$ cat src/hdl/cga_pkg.sv
// Package for the single-qubit Clifford group ALU: operator and stage types,
// command and axis codes, and the fixed lookup tables of the normal form.
// Depends on nothing; used by cga_decode and clifford_group_alu.
package cga_pkg;

    // One operator in the normal form E^e X^x S^s w^w.
    typedef struct packed {
        logic [1:0] e;
        logic       x;
        logic [1:0] s;
        logic [2:0] w;
    } t_cl;

    typedef enum logic [1:0] {
        CMD_MUL   = 2'd0,
        CMD_INV   = 2'd1,
        CMD_TCONJ = 2'd2,
        CMD_COSET = 2'd3
    } t_cmd;

    localparam logic [1:0] AXIS_I  = 2'd0;
    localparam logic [1:0] AXIS_H  = 2'd1;
    localparam logic [1:0] AXIS_SH = 2'd2;

    // Entry of the T-conjugation table.
    typedef struct packed {
        logic [1:0] axis;
        logic [1:0] s;
        logic [2:0] w;
    } t_tconj;

    // Contents of the first pipeline register.
    typedef struct packed {
        t_cmd       cmd;
        logic [1:0] pe;
        logic [2:0] pw;
        logic       qx;
        logic [1:0] qs;
        logic [2:0] qw;
        t_cl        t3;
        t_cl        lut;
        logic [1:0] ls;
        logic [2:0] lw;
        logic [1:0] axis;
    } t_s1;

    function automatic t_cl cl_mk(input logic [1:0] e, input logic x,
                                  input logic [1:0] s, input logic [2:0] w);
        t_cl c;
        c.e = e;
        c.x = x;
        c.s = s;
        c.w = w;
        return c;
    endfunction

    // Reduces a two-bit exponent of E modulo three; a code of three acts as zero.
    function automatic logic [1:0] e_mod3(input logic [1:0] e);
        return (e == 2'd3) ? 2'd0 : e;
    endfunction

    function automatic logic [1:0] add_mod3(input logic [1:0] a, input logic [1:0] b);
        logic [2:0] sum;
        sum = {1'b0, a} + {1'b0, b};
        if (sum >= 3'd3) begin
            sum = sum - 3'd3;
        end
        return sum[1:0];
    endfunction

    // Moving E^k past X^x S^s.
    function automatic t_cl pass_e(input logic x, input logic [1:0] s, input logic [1:0] k);
        t_cl r;
        case ({x, s, k})
            5'b0_00_00: r = cl_mk(2'd0, 1'b0, 2'd0, 3'd0);
            5'b0_00_01: r = cl_mk(2'd1, 1'b0, 2'd0, 3'd0);
            5'b0_00_10: r = cl_mk(2'd2, 1'b0, 2'd0, 3'd0);
            5'b0_01_00: r = cl_mk(2'd0, 1'b0, 2'd1, 3'd0);
            5'b0_01_01: r = cl_mk(2'd2, 1'b0, 2'd3, 3'd6);
            5'b0_01_10: r = cl_mk(2'd1, 1'b1, 2'd3, 3'd4);
            5'b0_10_00: r = cl_mk(2'd0, 1'b0, 2'd2, 3'd0);
            5'b0_10_01: r = cl_mk(2'd1, 1'b1, 2'd2, 3'd2);
            5'b0_10_10: r = cl_mk(2'd2, 1'b1, 2'd0, 3'd0);
            5'b0_11_00: r = cl_mk(2'd0, 1'b0, 2'd3, 3'd0);
            5'b0_11_01: r = cl_mk(2'd2, 1'b1, 2'd3, 3'd6);
            5'b0_11_10: r = cl_mk(2'd1, 1'b0, 2'd1, 3'd2);
            5'b1_00_00: r = cl_mk(2'd0, 1'b1, 2'd0, 3'd0);
            5'b1_00_01: r = cl_mk(2'd1, 1'b0, 2'd2, 3'd0);
            5'b1_00_10: r = cl_mk(2'd2, 1'b1, 2'd2, 3'd2);
            5'b1_01_00: r = cl_mk(2'd0, 1'b1, 2'd1, 3'd0);
            5'b1_01_01: r = cl_mk(2'd2, 1'b1, 2'd1, 3'd0);
            5'b1_01_10: r = cl_mk(2'd1, 1'b1, 2'd1, 3'd0);
            5'b1_10_00: r = cl_mk(2'd0, 1'b1, 2'd2, 3'd0);
            5'b1_10_01: r = cl_mk(2'd1, 1'b1, 2'd0, 3'd6);
            5'b1_10_10: r = cl_mk(2'd2, 1'b0, 2'd2, 3'd6);
            5'b1_11_00: r = cl_mk(2'd0, 1'b1, 2'd3, 3'd0);
            5'b1_11_01: r = cl_mk(2'd2, 1'b0, 2'd1, 3'd4);
            5'b1_11_10: r = cl_mk(2'd1, 1'b0, 2'd3, 3'd2);
            default:    r = cl_mk(2'd0, 1'b0, 2'd0, 3'd0);
        endcase
        return r;
    endfunction

    // Moving X^x past S^s; only the s and w fields of the result are meaningful.
    function automatic t_cl pass_x(input logic [1:0] s, input logic x);
        t_cl r;
        case ({s, x})
            3'b00_0: r = cl_mk(2'd0, 1'b0, 2'd0, 3'd0);
            3'b00_1: r = cl_mk(2'd0, 1'b0, 2'd0, 3'd0);
            3'b01_0: r = cl_mk(2'd0, 1'b0, 2'd1, 3'd0);
            3'b01_1: r = cl_mk(2'd0, 1'b0, 2'd3, 3'd2);
            3'b10_0: r = cl_mk(2'd0, 1'b0, 2'd2, 3'd0);
            3'b10_1: r = cl_mk(2'd0, 1'b0, 2'd2, 3'd4);
            3'b11_0: r = cl_mk(2'd0, 1'b0, 2'd3, 3'd0);
            3'b11_1: r = cl_mk(2'd0, 1'b0, 2'd1, 3'd6);
            default: r = cl_mk(2'd0, 1'b0, 2'd0, 3'd0);
        endcase
        return r;
    endfunction

    // Inverse of E^e X^x S^s, phase excluded.
    function automatic t_cl inv_lut(input logic [1:0] e, input logic x, input logic [1:0] s);
        t_cl r;
        case ({e, x, s})
            5'b00_0_00: r = cl_mk(2'd0, 1'b0, 2'd0, 3'd0);
            5'b00_0_01: r = cl_mk(2'd0, 1'b0, 2'd3, 3'd0);
            5'b00_0_10: r = cl_mk(2'd0, 1'b0, 2'd2, 3'd0);
            5'b00_0_11: r = cl_mk(2'd0, 1'b0, 2'd1, 3'd0);
            5'b00_1_00: r = cl_mk(2'd0, 1'b1, 2'd0, 3'd0);
            5'b00_1_01: r = cl_mk(2'd0, 1'b1, 2'd1, 3'd6);
            5'b00_1_10: r = cl_mk(2'd0, 1'b1, 2'd2, 3'd4);
            5'b00_1_11: r = cl_mk(2'd0, 1'b1, 2'd3, 3'd2);
            5'b01_0_00: r = cl_mk(2'd2, 1'b0, 2'd0, 3'd0);
            5'b01_0_01: r = cl_mk(2'd1, 1'b0, 2'd1, 3'd2);
            5'b01_0_10: r = cl_mk(2'd2, 1'b1, 2'd0, 3'd0);
            5'b01_0_11: r = cl_mk(2'd1, 1'b1, 2'd3, 3'd4);
            5'b01_1_00: r = cl_mk(2'd2, 1'b1, 2'd2, 3'd2);
            5'b01_1_01: r = cl_mk(2'd1, 1'b1, 2'd1, 3'd6);
            5'b01_1_10: r = cl_mk(2'd2, 1'b0, 2'd2, 3'd2);
            5'b01_1_11: r = cl_mk(2'd1, 1'b0, 2'd3, 3'd4);
            5'b10_0_00: r = cl_mk(2'd1, 1'b0, 2'd0, 3'd0);
            5'b10_0_01: r = cl_mk(2'd2, 1'b1, 2'd3, 3'd6);
            5'b10_0_10: r = cl_mk(2'd1, 1'b1, 2'd2, 3'd2);
            5'b10_0_11: r = cl_mk(2'd2, 1'b0, 2'd3, 3'd6);
            5'b10_1_00: r = cl_mk(2'd1, 1'b0, 2'd2, 3'd0);
            5'b10_1_01: r = cl_mk(2'd2, 1'b1, 2'd1, 3'd6);
            5'b10_1_10: r = cl_mk(2'd1, 1'b1, 2'd0, 3'd2);
            5'b10_1_11: r = cl_mk(2'd2, 1'b0, 2'd1, 3'd6);
            default:    r = cl_mk(2'd0, 1'b0, 2'd0, 3'd0);
        endcase
        return r;
    endfunction

    // T conjugation of E^e X^x.
    function automatic t_tconj tconj_lut(input logic [1:0] e, input logic x);
        t_tconj r;
        case ({e, x})
            3'b00_0: r = '{axis: AXIS_I,  s: 2'd0, w: 3'd0};
            3'b00_1: r = '{axis: AXIS_I,  s: 2'd1, w: 3'd7};
            3'b01_0: r = '{axis: AXIS_H,  s: 2'd3, w: 3'd3};
            3'b01_1: r = '{axis: AXIS_H,  s: 2'd2, w: 3'd0};
            3'b10_0: r = '{axis: AXIS_SH, s: 2'd0, w: 3'd5};
            3'b10_1: r = '{axis: AXIS_SH, s: 2'd1, w: 3'd4};
            default: r = '{axis: AXIS_I,  s: 2'd0, w: 3'd0};
        endcase
        return r;
    endfunction

    // Left factor that strips the coset representative: identity, inv(H) or inv(SH).
    function automatic t_cl coset_rep(input logic [1:0] e);
        t_cl r;
        case (e)
            2'd1:    r = cl_mk(2'd1, 1'b0, 2'd1, 3'd5);
            2'd2:    r = cl_mk(2'd1, 1'b0, 2'd0, 3'd5);
            default: r = cl_mk(2'd0, 1'b0, 2'd0, 3'd0);
        endcase
        return r;
    endfunction

endpackage

$ cat src/hdl/cga_decode.sv
// First pipeline stage logic: reduces the operands, picks the multiplier
// operands for each command and performs the first level of table lookups.
// Depends on cga_pkg.
module cga_decode (
    input  cga_pkg::t_cmd i_cmd,
    input  cga_pkg::t_cl  i_lhs,
    input  cga_pkg::t_cl  i_rhs,
    output cga_pkg::t_s1  o_s1
);
    import cga_pkg::*;

    t_cl    lhs_red;
    t_cl    rhs_red;
    t_cl    op_p;
    t_cl    op_q;
    t_cl    inv_e;
    t_tconj tc_e;

    always_comb begin
        lhs_red   = i_lhs;
        lhs_red.e = e_mod3(i_lhs.e);
        rhs_red   = i_rhs;
        rhs_red.e = e_mod3(i_rhs.e);

        // A coset decomposition is a multiplication by a fixed representative inverse.
        if (i_cmd == CMD_COSET) begin
            op_p = coset_rep(lhs_red.e);
            op_q = lhs_red;
        end else begin
            op_p = lhs_red;
            op_q = rhs_red;
        end

        inv_e = inv_lut(lhs_red.e, lhs_red.x, lhs_red.s);
        tc_e  = tconj_lut(lhs_red.e, lhs_red.x);

        o_s1.cmd = i_cmd;
        o_s1.pe  = op_p.e;
        o_s1.pw  = op_p.w;
        o_s1.qx  = op_q.x;
        o_s1.qs  = op_q.s;
        o_s1.qw  = op_q.w;
        o_s1.t3  = pass_e(op_p.x, op_p.s, op_q.e);
        o_s1.ls  = lhs_red.s;
        o_s1.lw  = lhs_red.w;

        case (i_cmd)
            CMD_TCONJ: begin
                o_s1.lut  = cl_mk(2'd0, lhs_red.x, tc_e.s, tc_e.w);
                o_s1.axis = tc_e.axis;
            end
            CMD_COSET: begin
                o_s1.lut  = inv_e;
                o_s1.axis = lhs_red.e;
            end
            CMD_MUL, CMD_INV: begin
                o_s1.lut  = inv_e;
                o_s1.axis = AXIS_I;
            end
            default: begin
                o_s1.lut  = inv_e;
                o_s1.axis = AXIS_I;
            end
        endcase
    end

endmodule

$ cat src/hdl/clifford_group_alu.sv
// Single-qubit Clifford group ALU (top level), built on cga_pkg and cga_decode.
// Takes one transaction per clock cycle when the output side is not stalled and
// presents exactly one result per transaction. There are three register stages:
// operand decode with the first table lookup, the second lookup with the
// exponent sums, and the output register that finishes the phase sum.
// Back-pressure stalls the stages that are full; an empty stage still takes a
// new transaction.
module clifford_group_alu (
    input  logic        i_clk,
    input  logic        i_rst_n,
    input  logic        i_s_axis_tvalid,
    output logic        o_s_axis_tready,
    // lhs_e[1:0], lhs_x[2], lhs_s[4:3], lhs_w[7:5],
    // rhs_e[9:8], rhs_x[10], rhs_s[12:11], rhs_w[15:13]
    input  logic [15:0] i_s_axis_tdata,
    // command[1:0]
    input  logic [1:0]  i_s_axis_tuser,
    output logic        o_m_axis_tvalid,
    input  logic        i_m_axis_tready,
    // res_e[1:0], res_x[2], res_s[4:3], res_w[7:5]
    output logic [7:0]  o_m_axis_tdata,
    // axis[1:0]
    output logic [1:0]  o_m_axis_tuser
);
    import cga_pkg::*;

    t_cl        lhs_in;
    t_cl        rhs_in;
    t_s1        n_s1;
    t_s1        r_s1;
    logic       r_v1;
    logic       r_v2;
    logic       r_v3;
    logic       rdy1;
    logic       rdy2;
    logic       rdy3;

    t_cl        t2;
    t_cl        n_s2;
    logic [2:0] n_wb;
    logic [1:0] n_ax2;
    t_cl        r_s2;
    logic [2:0] r_wb;
    logic [1:0] r_ax2;

    logic [7:0] r_out;
    logic [1:0] r_axis;

    assign lhs_in = cl_mk(i_s_axis_tdata[1:0], i_s_axis_tdata[2],
                          i_s_axis_tdata[4:3], i_s_axis_tdata[7:5]);
    assign rhs_in = cl_mk(i_s_axis_tdata[9:8], i_s_axis_tdata[10],
                          i_s_axis_tdata[12:11], i_s_axis_tdata[15:13]);

    cga_decode u_decode (
        .i_cmd (t_cmd'(i_s_axis_tuser)),
        .i_lhs (lhs_in),
        .i_rhs (rhs_in),
        .o_s1  (n_s1)
    );

    // A stage may load when it is empty or when its content moves on.
    assign rdy3 = !r_v3 || i_m_axis_tready;
    assign rdy2 = !r_v2 || rdy3;
    assign rdy1 = !r_v1 || rdy2;
    assign o_s_axis_tready = rdy1;

    always_ff @(posedge i_clk) begin
        if (!i_rst_n) begin
            r_v1 <= 1'b0;
        end else if (rdy1) begin
            r_v1 <= i_s_axis_tvalid;
        end
    end

    always_ff @(posedge i_clk) begin
        if (rdy1) begin
            r_s1 <= n_s1;
        end
    end

    // Second stage: finish the multiply chain or adjust the single-table results.
    // The phase is kept as two addends so that the last stage does one short add.
    always_comb begin
        t2    = pass_x(r_s1.t3.s, r_s1.qx);
        n_ax2 = r_s1.axis;
        case (r_s1.cmd)
            CMD_MUL, CMD_COSET: begin
                n_s2.e = (r_s1.cmd == CMD_COSET) ? 2'd0 : add_mod3(r_s1.pe, r_s1.t3.e);
                n_s2.x = r_s1.t3.x ^ r_s1.qx;
                n_s2.s = t2.s + r_s1.qs;
                n_s2.w = t2.w + r_s1.t3.w;
                n_wb   = r_s1.pw + r_s1.qw;
            end
            CMD_INV: begin
                n_s2   = r_s1.lut;
                n_wb   = 3'd0 - r_s1.lw;
            end
            CMD_TCONJ: begin
                n_s2.e = 2'd0;
                n_s2.x = r_s1.lut.x;
                n_s2.s = r_s1.lut.s + r_s1.ls;
                n_s2.w = r_s1.lut.w;
                n_wb   = r_s1.lw;
            end
            default: begin
                n_s2   = cl_mk(2'd0, 1'b0, 2'd0, 3'd0);
                n_wb   = 3'd0;
            end
        endcase
    end

    always_ff @(posedge i_clk) begin
        if (!i_rst_n) begin
            r_v2 <= 1'b0;
        end else if (rdy2) begin
            r_v2 <= r_v1;
        end
    end

    always_ff @(posedge i_clk) begin
        if (rdy2) begin
            r_s2  <= n_s2;
            r_wb  <= n_wb;
            r_ax2 <= n_ax2;
        end
    end

    always_ff @(posedge i_clk) begin
        if (!i_rst_n) begin
            r_v3 <= 1'b0;
        end else if (rdy3) begin
            r_v3 <= r_v2;
        end
    end

    always_ff @(posedge i_clk) begin
        if (rdy3) begin
            r_out  <= {r_s2.w + r_wb, r_s2.s, r_s2.x, r_s2.e};
            r_axis <= r_ax2;
        end
    end

    assign o_m_axis_tvalid = r_v3;
    assign o_m_axis_tdata  = r_out;
    assign o_m_axis_tuser  = r_axis;

`ifndef ASSERT_OFF
    a_stage_advance: assert property (@(posedge i_clk) disable iff (!i_rst_n)
        (r_v1 && rdy2) |=> r_v2)
        else $error("stage two lost a transaction from stage one");

    a_full_stall: assert property (@(posedge i_clk) disable iff (!i_rst_n)
        (r_v1 && r_v2 && r_v3 && !i_m_axis_tready) |-> !o_s_axis_tready)
        else $error("input accepted while the pipeline is full and stalled");

    a_e_range: assert property (@(posedge i_clk) disable iff (!i_rst_n)
        o_m_axis_tvalid |-> (o_m_axis_tdata[1:0] != 2'd3))
        else $error("result exponent of E out of range");

    a_axis_e_zero: assert property (@(posedge i_clk) disable iff (!i_rst_n)
        (o_m_axis_tvalid && (o_m_axis_tuser != AXIS_I)) |-> (o_m_axis_tdata[1:0] == 2'd0))
        else $error("non-trivial axis with a non-zero E exponent");
`endif

endmodule
$ cat config.mk
export PLATFORM = sky130hd
export DESIGN_NAME = clifford_group_alu
export DESIGN_NICKNAME = d
export VERILOG_FILES = /design/src/hdl/cga_pkg.sv /design/src/hdl/cga_decode.sv /design/src/hdl/clifford_group_alu.sv
export SDC_FILE = /design/constraint.sdc
export NUM_CORES = 1
export LEC_CHECK = 0
export BUFFER_PORTS_ARGS = -buffer_cell sky130_fd_sc_hd__buf_2
export CAP_MARGIN = 0
export CELL_PAD_IN_SITES_DETAIL_PLACEMENT = 2
export CELL_PAD_IN_SITES_GLOBAL_PLACEMENT = 2
export CORE_UTILIZATION = 42
export DETAILED_ROUTE_END_ITERATION = 16
export PLACE_DENSITY_LB_ADDON = 0.05
export SLEW_MARGIN = 20
export SYNTH_ARGS = -nofsm -noshare
export SYNTH_HDL_FRONTEND = slang
export SYNTH_SLANG_ARGS = --single-unit
$ cat constraint.sdc
create_clock -name i_clk -period 4.1 [get_ports i_clk]
set_input_delay 0.205 -clock i_clk [delete_from_list [all_inputs] [get_ports i_clk]]
set_output_delay 0.205 -clock i_clk [all_outputs]
set_load 0.02 [all_outputs]
==> metrics, run 1 <==
Resized cells post-CTS=0; worst-case reg-to-reg path depth=6; initial antenna violation count=0; worst setup margin=about 1.7 ns; worst r2r src=r_s1[21]; clock skew=between 0.005 and 0.006 ns; CTS max path bufs=2; hold path start=i_s_axis_tdata[6]; Async SR Flop Fraction=0%; Max VDD drop=roughly 0.00014 V; RePlAce Congestion=0.8259; Final Setup Violations=0; Skew-Pair Late Insertion Delay=around 0.32 ns; # rows=31; crit path DAT=~2.2 ns; post-CTS setup buffers=0; Synth top area share=between 50% and 60%; Die Y=90.65 um; Reg2Reg Capture Point=r_s2[6]; WL/cell=21.20 um; YS warnings=0; Hold Vio Cnt, Final=0; Worst Tran Pin Value=about 0.94 ns; H-tree depth=3; syn nets=around 340; Area contributors post-synth=edfxtp_1 (53%), ha_1 (8.0%), nand2_1 (4.2%); dominant cell type by area after synthesis=edfxtp_1; f_max=411.7 MHz; critical-path cell list=nor2b_1 -> nand3_2 -> buf_2; first-pass GRT wire length=around 15,000 um; RSZ-0062 raised after global routing=no; total track usage=approximately a quarter; hold buffers post-CTS=0; number of port buffers=33; DRT iter0 DRCs=97; DP Worst Slack=1.692 ns; Leak Pwr=between 1.5 and 2 nW; 1st-pass router iterations=4; Max-slew headroom=37.08%; most frequent cells in the layout=edfxtp_1 (58), nand2_1 (37), buf_2 (33); CP max FO=37; Die W=just over 90 um; Ports=34; pwr dens=around 440 nW/um2; Critical Path Stages=3; Root Buffer=clkbuf_8; Routed Wire Length=9053 um; EDFF count, synth=58; largest net degree at the start of global routing=38; worst hold path class=in2reg; Die ar.=between 8000 and 9000 um2; mean number of vias per cell=5.492; CP max stage delay=0.78 ns; Crit Path Class=reg2out; commonest non-fill, non-tap cell in the layout=edfxtp_1; syn_area_per_cell=~11 um2; Worst Hold End=r_s1[3]; max cap viols=0; Synth Register Bits=61; CP Launch Type=flop; main flop type after synthesis=edfxtp_1; mapped cell area=around 3300 um2; hpwl dp=between 6000 and 7000 um; period utilisation layout=between 50% and 60%; gr ovfl total=0; Inserted Clock Buffers=9; area of the core=roughly 7400 um2; cell depth of the worst hold path=1; slowest library cell on the worst path=nand3_2; vias in the first global route=approximately 2.6k; CTS tree=done; Nets=370; Clk pin slew, worst setup/hold paths=0.07 ns; ANT nets after route=0; Distinct cells, synth=50; Syn Inst Count=between 200 and 300; Worst Path Buf+Inv=1; Tmin final=2.429 ns; clock sink count=about 60; Area Growth Syn to Fin=13.31%; crit path capture type=primary output; # DRC=0; register area share after synthesis=54.59%; Starting Density=roughly 45%; Slew Limit Fails=0; status=completed; Diodes inserted=0; via count=roughly 2.3k; # fillers=761; CP required=between 3 and 4 ns; CP delay by family, top=simple AND/OR/NAND/NOR gates; R2R setup slack=approximately 1.9 ns; share of layout cells above drive strength 1=about 16%; final setup TNS=0 ns
report_power, final:
group | total (W) | leakage, nW | internal (W) | switching (W)
Combinational | 0.000285 | 0.790 | 0.000106 | 0.000179
Clock | 0.000557 | 0.106 | 0.000330 | 0.000227
Sequential | 0.000801 | 0.676 | 0.000768 | 0.0000332
routing by layer:
layer  global-route usage [%]  share of wire [%]  up-vias
li1                         -                  -     1106
met1                    28.42                 42     1184
met2                    44.51                 55       47
met3                    2.189                2.3        8
met4                    8.333                1.0        0
met5                        0                  0        -
cells by family after synthesis:
family | Yosys count | share of synthesized area [%]
buffers and inverters | 36 | 4.625
muxes | 4 | 1.289
AOI/OAI and AO/OA | 68 | 13.12
adders and majority gates | 25 | 10.39
xor gates and xnor gates | 14 | 3.715
and+or+nand+nor | 84 | 12.28
DFF | 61 | 54.59
through the flow:
step / instance area, um2 / power, W / instances / hold WS, ns / util, %
6_report: 3740 / 0.001643 / 427 / 0.09411 / 50.48
5_1_grt: 3740 / 0.001713 / 427 / 0.08096 / 50.48
4_1_cts: 3740 / 0.001658 / 427 / 0.08379 / 50.48
3_5_place_dp: 3528 / 0.001096 / 411 / 0.4075 / 47.63
3_3_place_gp: 3528 / 0.001064 / 411 / 0.4012 / 47.63
2_1_floorplan: 3301 / 0.0009873 / 292 / 0.3039 / -
final cells by class:
type	instances	area [um2]	area share, %
clock buffer	13	168.9	4.517
clock inverter	3	42.54	1.138
inverter	23	86.33	2.308
multi-input combinational	195	1351	36.13
sequential	61	1802	48.18
tap	99	123.9	3.312
timing repair buffer	33	165.2	4.416
registers in the layout, indices dropped and copies added, names as in the netlist:
register / flops
r_v2: 1
o_m_axis_tuser: 2
r_wb: 3
o_m_axis_tvalid: 1
r_s2: 8
o_m_axis_tdata: 8
r_v1: 1
r_ax2: 2
n_ax2: 2
r_s1: 33
Yosys cell counts (5+ instances only):
master    count
o21ai_0      20
clkbuf_1      6
nor2_1       11
nand2b_1      7
a21oi_1      21
edfxtp_1     58
inv_1        22
nand3_1       8
nand2_1      37
xnor2_1      10
ha_1         21
buf_2         5
worst max path at each step:
stage                                  from  slack, ns               to
after floorplan             o_m_axis_tvalid       1.74         n_ax2[0]
after global placement    i_s_axis_tdata[1]       1.86         r_s1[20]
after detailed placement  i_s_axis_tdata[1]       1.69         r_s1[20]
after CTS                   o_m_axis_tvalid       1.58  o_s_axis_tready
after global routing        o_m_axis_tvalid       1.50  o_s_axis_tready
final                       o_m_axis_tvalid       1.67  o_s_axis_tready
Note: power is estimated with default switching activity, not from simulation.
==> run 2, diff against run 1 <==
--- a/config.mk
+++ b/config.mk
@@ -9,7 +9,7 @@
 export CAP_MARGIN = 0
 export CELL_PAD_IN_SITES_DETAIL_PLACEMENT = 2
 export CELL_PAD_IN_SITES_GLOBAL_PLACEMENT = 2
-export CORE_UTILIZATION = 42
+export CORE_UTILIZATION = 35
 export DETAILED_ROUTE_END_ITERATION = 16
 export PLACE_DENSITY_LB_ADDON = 0.05
 export SLEW_MARGIN = 20
==> constraint.sdc (replaced) <==
create_clock -name i_clk -period 2 [get_ports i_clk]
set_input_delay 0.1 -clock i_clk [delete_from_list [all_inputs] [get_ports i_clk]]
set_output_delay 0.1 -clock i_clk [all_outputs]
set_load 0.02 [all_outputs]
==> metrics, run 2 (same netlist as run 1, synthesis figures left out) <==
crit path DAT=approximately 2.1 ns; Final Setup Violations=0; clock skew=~0.010 ns; pwr dens=roughly 840 nW/um2; 1st-pass router iterations=4; Slew Limit Fails=0; R2R setup slack=about 0.0016 ns; # DRC=0; Starting Density=a little over a third; initial antenna violation count=0; gr ovfl total=0; Sw Share=25.88%; CTS tree=done; Leak Pwr=1.674 nW; Clk pin slew, worst setup/hold paths=0.07 ns; crit path capture type=flop; most flop-heavy register=r_s1; max FFs per register=33; first-pass GRT wire length=13,320 um; total track usage=about 18%; via count=approximately 2.3k; largest net degree at the start of global routing=21; mean number of vias per cell=between 5 and 6; worst setup margin=around 0.0016 ns; number of port buffers=33; status=completed; DP Worst Slack=-0.1285 ns; Max VDD drop=approximately 0.00030 V; worst hold slack=roughly 0.016 ns; area of the core=9196 um2; RSZ-0062 raised after global routing=yes; Skew-Pair Late Insertion Delay=between 0.3 and 0.4 ns; most frequent cells in the layout=edfxtp_1 (58), nand2_1 (37), buf_2 (33); commonest non-fill, non-tap cell in the layout=edfxtp_1; Worst Tran Pin Value=slightly below 0.6 ns; hpwl dp=approximately 6000 um; Hold Vio Cnt, Final=0; Root Buffer=clkbuf_8; period utilisation layout=roughly 100%; Clk pwr share=about 33%; DRT iter0 DRCs=73; worst hold path class=in2reg; Diodes inserted=0; slowest library cell on the worst path=fa_2; Crit Path Class=reg2reg; Die ar.=around 9800 um2; CP required=roughly 2.1 ns; Die Y=around 99 um; max cap viols=0; CP Launch Type=flop; RePlAce Congestion=a little under 0.8; internal power=about 0.0025 W; Area Growth Syn to Fin=20.17%; Die W=99.11 um; WL/cell=about 18 um; Logic pwr share=18.8%; clock sink count=between 60 and 70; H-tree depth=3; NetSw=roughly 0.00087 W; share of layout cells above drive strength 1=21.43%; sequential share of power=between 40% and 50%; CTS max path bufs=2; Ports=34; Routed Wire Length=8104 um; ANT nets after route=0; CP max stage delay=0.45 ns; # rows=35; f_max=about 500 MHz; vias in the first global route=about 2.5k; Tmin final=roughly 2 ns; Max-slew headroom=about three fifths; critical-path cell list=ha_2 -> fa_2 -> buf_4 -> or3_4 -> nand3_1 -> o21ai_1; CP max FO=2; Inserted Clock Buffers=9; Nets=~390
[run 2: stage by stage]
| stage | total power [W] | TNS [ns] | cell area (um2) | std cells | utilization (%) |
|---|---|---|---|---|---|
| finish | 0.003344 | 0 | 3966 | 461 | 43.13 |
| global route | 0.003513 | -0.08100 | 3966 | 461 | 43.13 |
| CTS | 0.003372 | -0.04398 | 3954 | 461 | 42.99 |
| detailed placement | 0.002245 | -0.3042 | 3686 | 440 | 40.08 |
| global placement | 0.002213 | -0.03154 | 3686 | 440 | 40.08 |
| floorplan | 0.002025 | 0 | 3308 | 292 | - |
[run 2: final timing paths]
kind | from | end | cells past startpoint
worst max register to register | r_s1[32] | r_s2[7] | 6
worst min register to register | n_ax2[1] | r_ax2[1] | 0
worst min-delay path | i_s_axis_tvalid | r_v1 | 3
worst max-delay path | r_s1[32] | r_s2[7] | 6
[run 2: worst max-delay path, delay by kind of cell, from the launching register on]
kind / cells / cell delay [ns]
adder cells (fa/ha/maj): 2 / 0.65
AND/OR/NAND/NOR: 2 / 0.51
flip-flops: 1 / 0.37
buffers and inverters: 1 / 0.15
AO/OA/AOI/OAI: 1 / 0.07
[run 2: final cells by class]
| type | instances | area, um2 |
|---|---|---|
| Clock inverter | 2 | 35.03 |
| Clock buffer | 14 | 162.7 |
| Multi-Input combinational cell | 195 | 1389 |
| Sequential cell | 61 | 1802 |
| Tap cell | 111 | 138.9 |
| Timing Repair Buffer | 55 | 352.8 |
| Fill cell | 987 | 5230 |
| Inverter | 23 | 86.33 |
[run 2: metal layers]
layer  vias up  wire length, um  global-route usage [%]
li1       1146                -                       -
met1      1138             3642                   21.80
met2        33             4159                   32.06
met3        10              202                   3.795
met4         0              101                   6.109
met5         -                0                       0
[run 2: timing repair]
item                                    in CTS  in global routing
resized for setup                            6                  2
hold buffers                                 4                  0
pin swaps                                    5                  2
hold endpoints to repair                     4                  0
buffers inserted                             1                  0
endpoints found under the setup margin       2                  2
[run 2: power groups by stage]
| stage | logic [W] | registers (W) | clock network, W |
|---|---|---|---|
| 5_1_grt | 0.000697 | 0.00164 | 0.00118 |
| 2_1_floorplan | 0.000325 | 0.00170 | 0 |
| 3_3_place_gp | 0.000567 | 0.00165 | 0 |
| 6_report | 0.000628 | 0.00163 | 0.00109 |
| 4_1_cts | 0.000626 | 0.00163 | 0.00112 |
| 3_5_place_dp | 0.000590 | 0.00166 | 0 |
==> run 3, diff against run 2 <==
--- a/config.mk
+++ b/config.mk
@@ -5,11 +5,12 @@
 export SDC_FILE = /design/constraint.sdc
 export NUM_CORES = 1
 export LEC_CHECK = 0
+export ABC_AREA = 1
 export BUFFER_PORTS_ARGS = -buffer_cell sky130_fd_sc_hd__buf_2
 export CAP_MARGIN = 0
 export CELL_PAD_IN_SITES_DETAIL_PLACEMENT = 2
 export CELL_PAD_IN_SITES_GLOBAL_PLACEMENT = 2
-export CORE_UTILIZATION = 35
+export CORE_UTILIZATION = 34
 export DETAILED_ROUTE_END_ITERATION = 16
 export PLACE_DENSITY_LB_ADDON = 0.05
 export SLEW_MARGIN = 20
==> constraint.sdc (replaced) <==
create_clock -name i_clk -period 2 [get_ports i_clk]
set_input_delay 0.1 -clock i_clk [delete_from_list [all_inputs] [get_ports i_clk]]
set_output_delay 0.1 -clock i_clk [all_outputs]
set_load 0.005 [all_outputs]
==> metrics, run 3 <==
status=completed; mapped cell area=between 3000 and 4000 um2; CTS tree=done; Synth Register Bits=a little over 60; main flop type after synthesis=edfxtp_1; Area Growth Syn to Fin=18.31%; most flop-heavy register=r_s1; final setup TNS=0 ns; Routed Wire Length=between 8000 and 9000 um; hpwl dp=roughly 6500 um; Slew Limit Fails=0; Final Setup Violations=0; Area contributors post-synth=edfxtp_1 (53%), nand2_1 (9.2%), ha_1 (8.0%); Distinct cells, synth=31; Clk pin slew, worst setup/hold paths=0.07 ns; clock skew=0.008960 ns; Placed Cells=between 400 and 500; Inserted Clock Buffers=9; worst setup margin=roughly 0.12 ns; via count=2,453; Die ar.=about 10,000 um2; CTS max path bufs=2; clock sink count=between 60 and 70; ANT nets after route=0; share of layout cells above drive strength 1=19.17%; Diodes inserted=0; 1st-pass router iterations=4; cell depth of the worst hold path=3; total track usage=18.25%; H-tree depth=3; first-pass GRT wire length=between 10,000 and 15,000 um; most frequent cell after synthesis=nand2_1; RePlAce Congestion=approximately 0.76; max FFs per register=33; Crit Path Class=reg2reg; DP Worst Slack=-0.05581 ns; Final Core Density=a little over two fifths; Die Y=between 100 and 150 um; Max VDD drop=0.0003150 V; period utilisation layout=around 94%; Syn Inst Count=approximately 330; Tmin final=~1.9 ns; CP max FO=3; register area share after synthesis=about 55%; hold path start=i_s_axis_tdata[14]; area of the core=a little over 9000 um2; mean number of vias per cell=4.763; pwr dens=roughly 800 nW/um2; Nets=428; gr ovfl total=0; Skew-Pair Late Insertion Delay=between 0.3 and 0.4 ns; dominant cell type by area after synthesis=edfxtp_1; largest net degree at the start of global routing=38; Die W=between 100 and 150 um; # fillers=around 1.1k; RSZ-0062 raised after global routing=no; vias in the first global route=2,714; YS warnings=0; worst hold path class=in2reg; crit path DAT=between 1.5 and 2 ns; Post-synth top cells=nand2_1 (80), edfxtp_1 (58), inv_1 (42), o21ai_0 (28), nand3_1 (26); Max-slew headroom=a little over three fifths; worst r2r src=r_s1[21]; syn nets=373; CP Launch Type=flop; Async SR Flop Fraction=0%; internal power=0.002245 W; max cap viols=0; syn_area_per_cell=around 10 um2; Sw Share=27.47%; commonest non-fill, non-tap cell in the layout=nand2_1; # rows=35; f_max=531.5 MHz; crit path capture type=flop; worst-case reg-to-reg path depth=8; R2R setup slack=roughly 0.12 ns; NetSw=between 0.0008 and 0.0009 W; CP required=between 2 and 2.5 ns; Clk pwr share=about 30%; Synth top area share=about 53%; DRT iter0 DRCs=51; Logic pwr share=about 18%; Starting Density=a little over a third; non-filler instance count after layout=~500; Leak Pwr=between 1.5 and 2 nW; number of port buffers=33; Hold Vio Cnt, Final=0; Worst Hold End=r_s1[24]; WL/cell=around 16 um; most frequent cells in the layout=nand2_1 (79), edfxtp_1 (58), inv_1 (42); Worst Tran Pin Value=around 0.56 ns; # DRC=0; EDFF count, synth=slightly below 60; sequential share of power=between 50% and 60%; Ports=34; Reg2Reg Capture Point=r_s2[6]; initial antenna violation count=0; Root Buffer=clkbuf_8
run 3: cell types whose count changed in the layout (fill, tap and decap cells not counted), moves of 3 or more:
cell,delta
nand2_1,+42
inv_2,+4
o21ai_0,+8
a21oi_1,-12
nand3_1,+19
buf_4,-7
a221oi_1,-3
inv_1,+20
nor3b_1,-3
and2_1,-4
nand2b_1,-7
clkinv_2,+3
nor2b_1,-4
run 3: cell type report:
| type | count | area, um2 | share of cell area, % |
|---|---|---|---|
| sequential | 61 | 1802 | 46.42 |
| multi-input combinational | 214 | 1292 | 33.30 |
| timing repair buffer | 48 | 290.3 | 7.479 |
| inverter | 47 | 176.4 | 4.545 |
| tap | 129 | 161.4 | 4.159 |
| clock buffer | 11 | 131.4 | 3.385 |
| clock inverter | 5 | 27.53 | 0.7092 |
run 3: repair_timing:
item                                    CTS  global route
setup buffers                             0             0
resized for setup                         2             4
endpoints found under the setup margin    2             2
endpoints found under the hold margin     5             0
hold buffers                              5             0
pin swaps                                 0             5
run 3: cell families after synthesis:
| logic type | after synthesis | synth area share (%) |
|---|---|---|
| xor gates and xnor gates | 12 | 3.204 |
| AOI/OAI and AO/OA | 47 | 8.124 |
| and+or+nand+nor | 130 | 17.16 |
| buffers and inverters | 51 | 6.140 |
| adders and majority gates | 25 | 10.45 |
| DFF | 61 | 54.92 |
run 3: worst max path at each step:
stage                    startpoint       end  slack [ns]  depth (start not counted)
finish                     r_s1[21]   r_s2[6]        0.12                          8
global route               r_s1[32]   r_s2[6]       0.007                          8
CTS                        r_s1[21]   r_s2[6]        0.01                          8
detailed placement         r_s1[21]   r_s2[6]       -0.06                          8
global placement           r_s1[21]   r_s2[6]        0.11                          8
floorplan           o_m_axis_tvalid  n_ax2[0]        0.05                          3
run 3: per-stage QoR:
step	instance area [um2]	hold WS (ns)	power [W]
final	3881	0.04222	0.003095
after global routing	3881	0.05396	0.003269
after CTS	3869	0.02307	0.003144
after detailed placement	3657	0.2938	0.002206
after global placement	3657	0.2927	0.002170
after floorplan	3281	0.1989	0.001970
run 3: power groups by stage:
stage | clock network [W] | registers [W] | logic (W)
finish | 0.000910 | 0.00164 | 0.000548
floorplan | 0 | 0.00165 | 0.000319
CTS | 0.000951 | 0.00164 | 0.000553
global placement | 0 | 0.00166 | 0.000514
detailed placement | 0 | 0.00167 | 0.000538
global route | 0.000990 | 0.00165 | 0.000626
run 3: worst max-delay path, cell delays in order (launching register included):
cell and delay (ns):
edfxtp_1 0.38, ha_2 0.19, fa_1 0.55, ha_2 0.21
nor2_4 0.04, nand2_2 0.06, nand2_1 0.05, nand3_1 0.08
o21ai_1 0.08
run 3: layer usage:
metal,vias to the layer above,GRT usage (%),wire length (um)
met1,1207,22.35,3676
met2,37,31.77,4219
met5,-,0,0
met3,11,2.855,201
li1,1198,-,-
met4,0,8.027,143
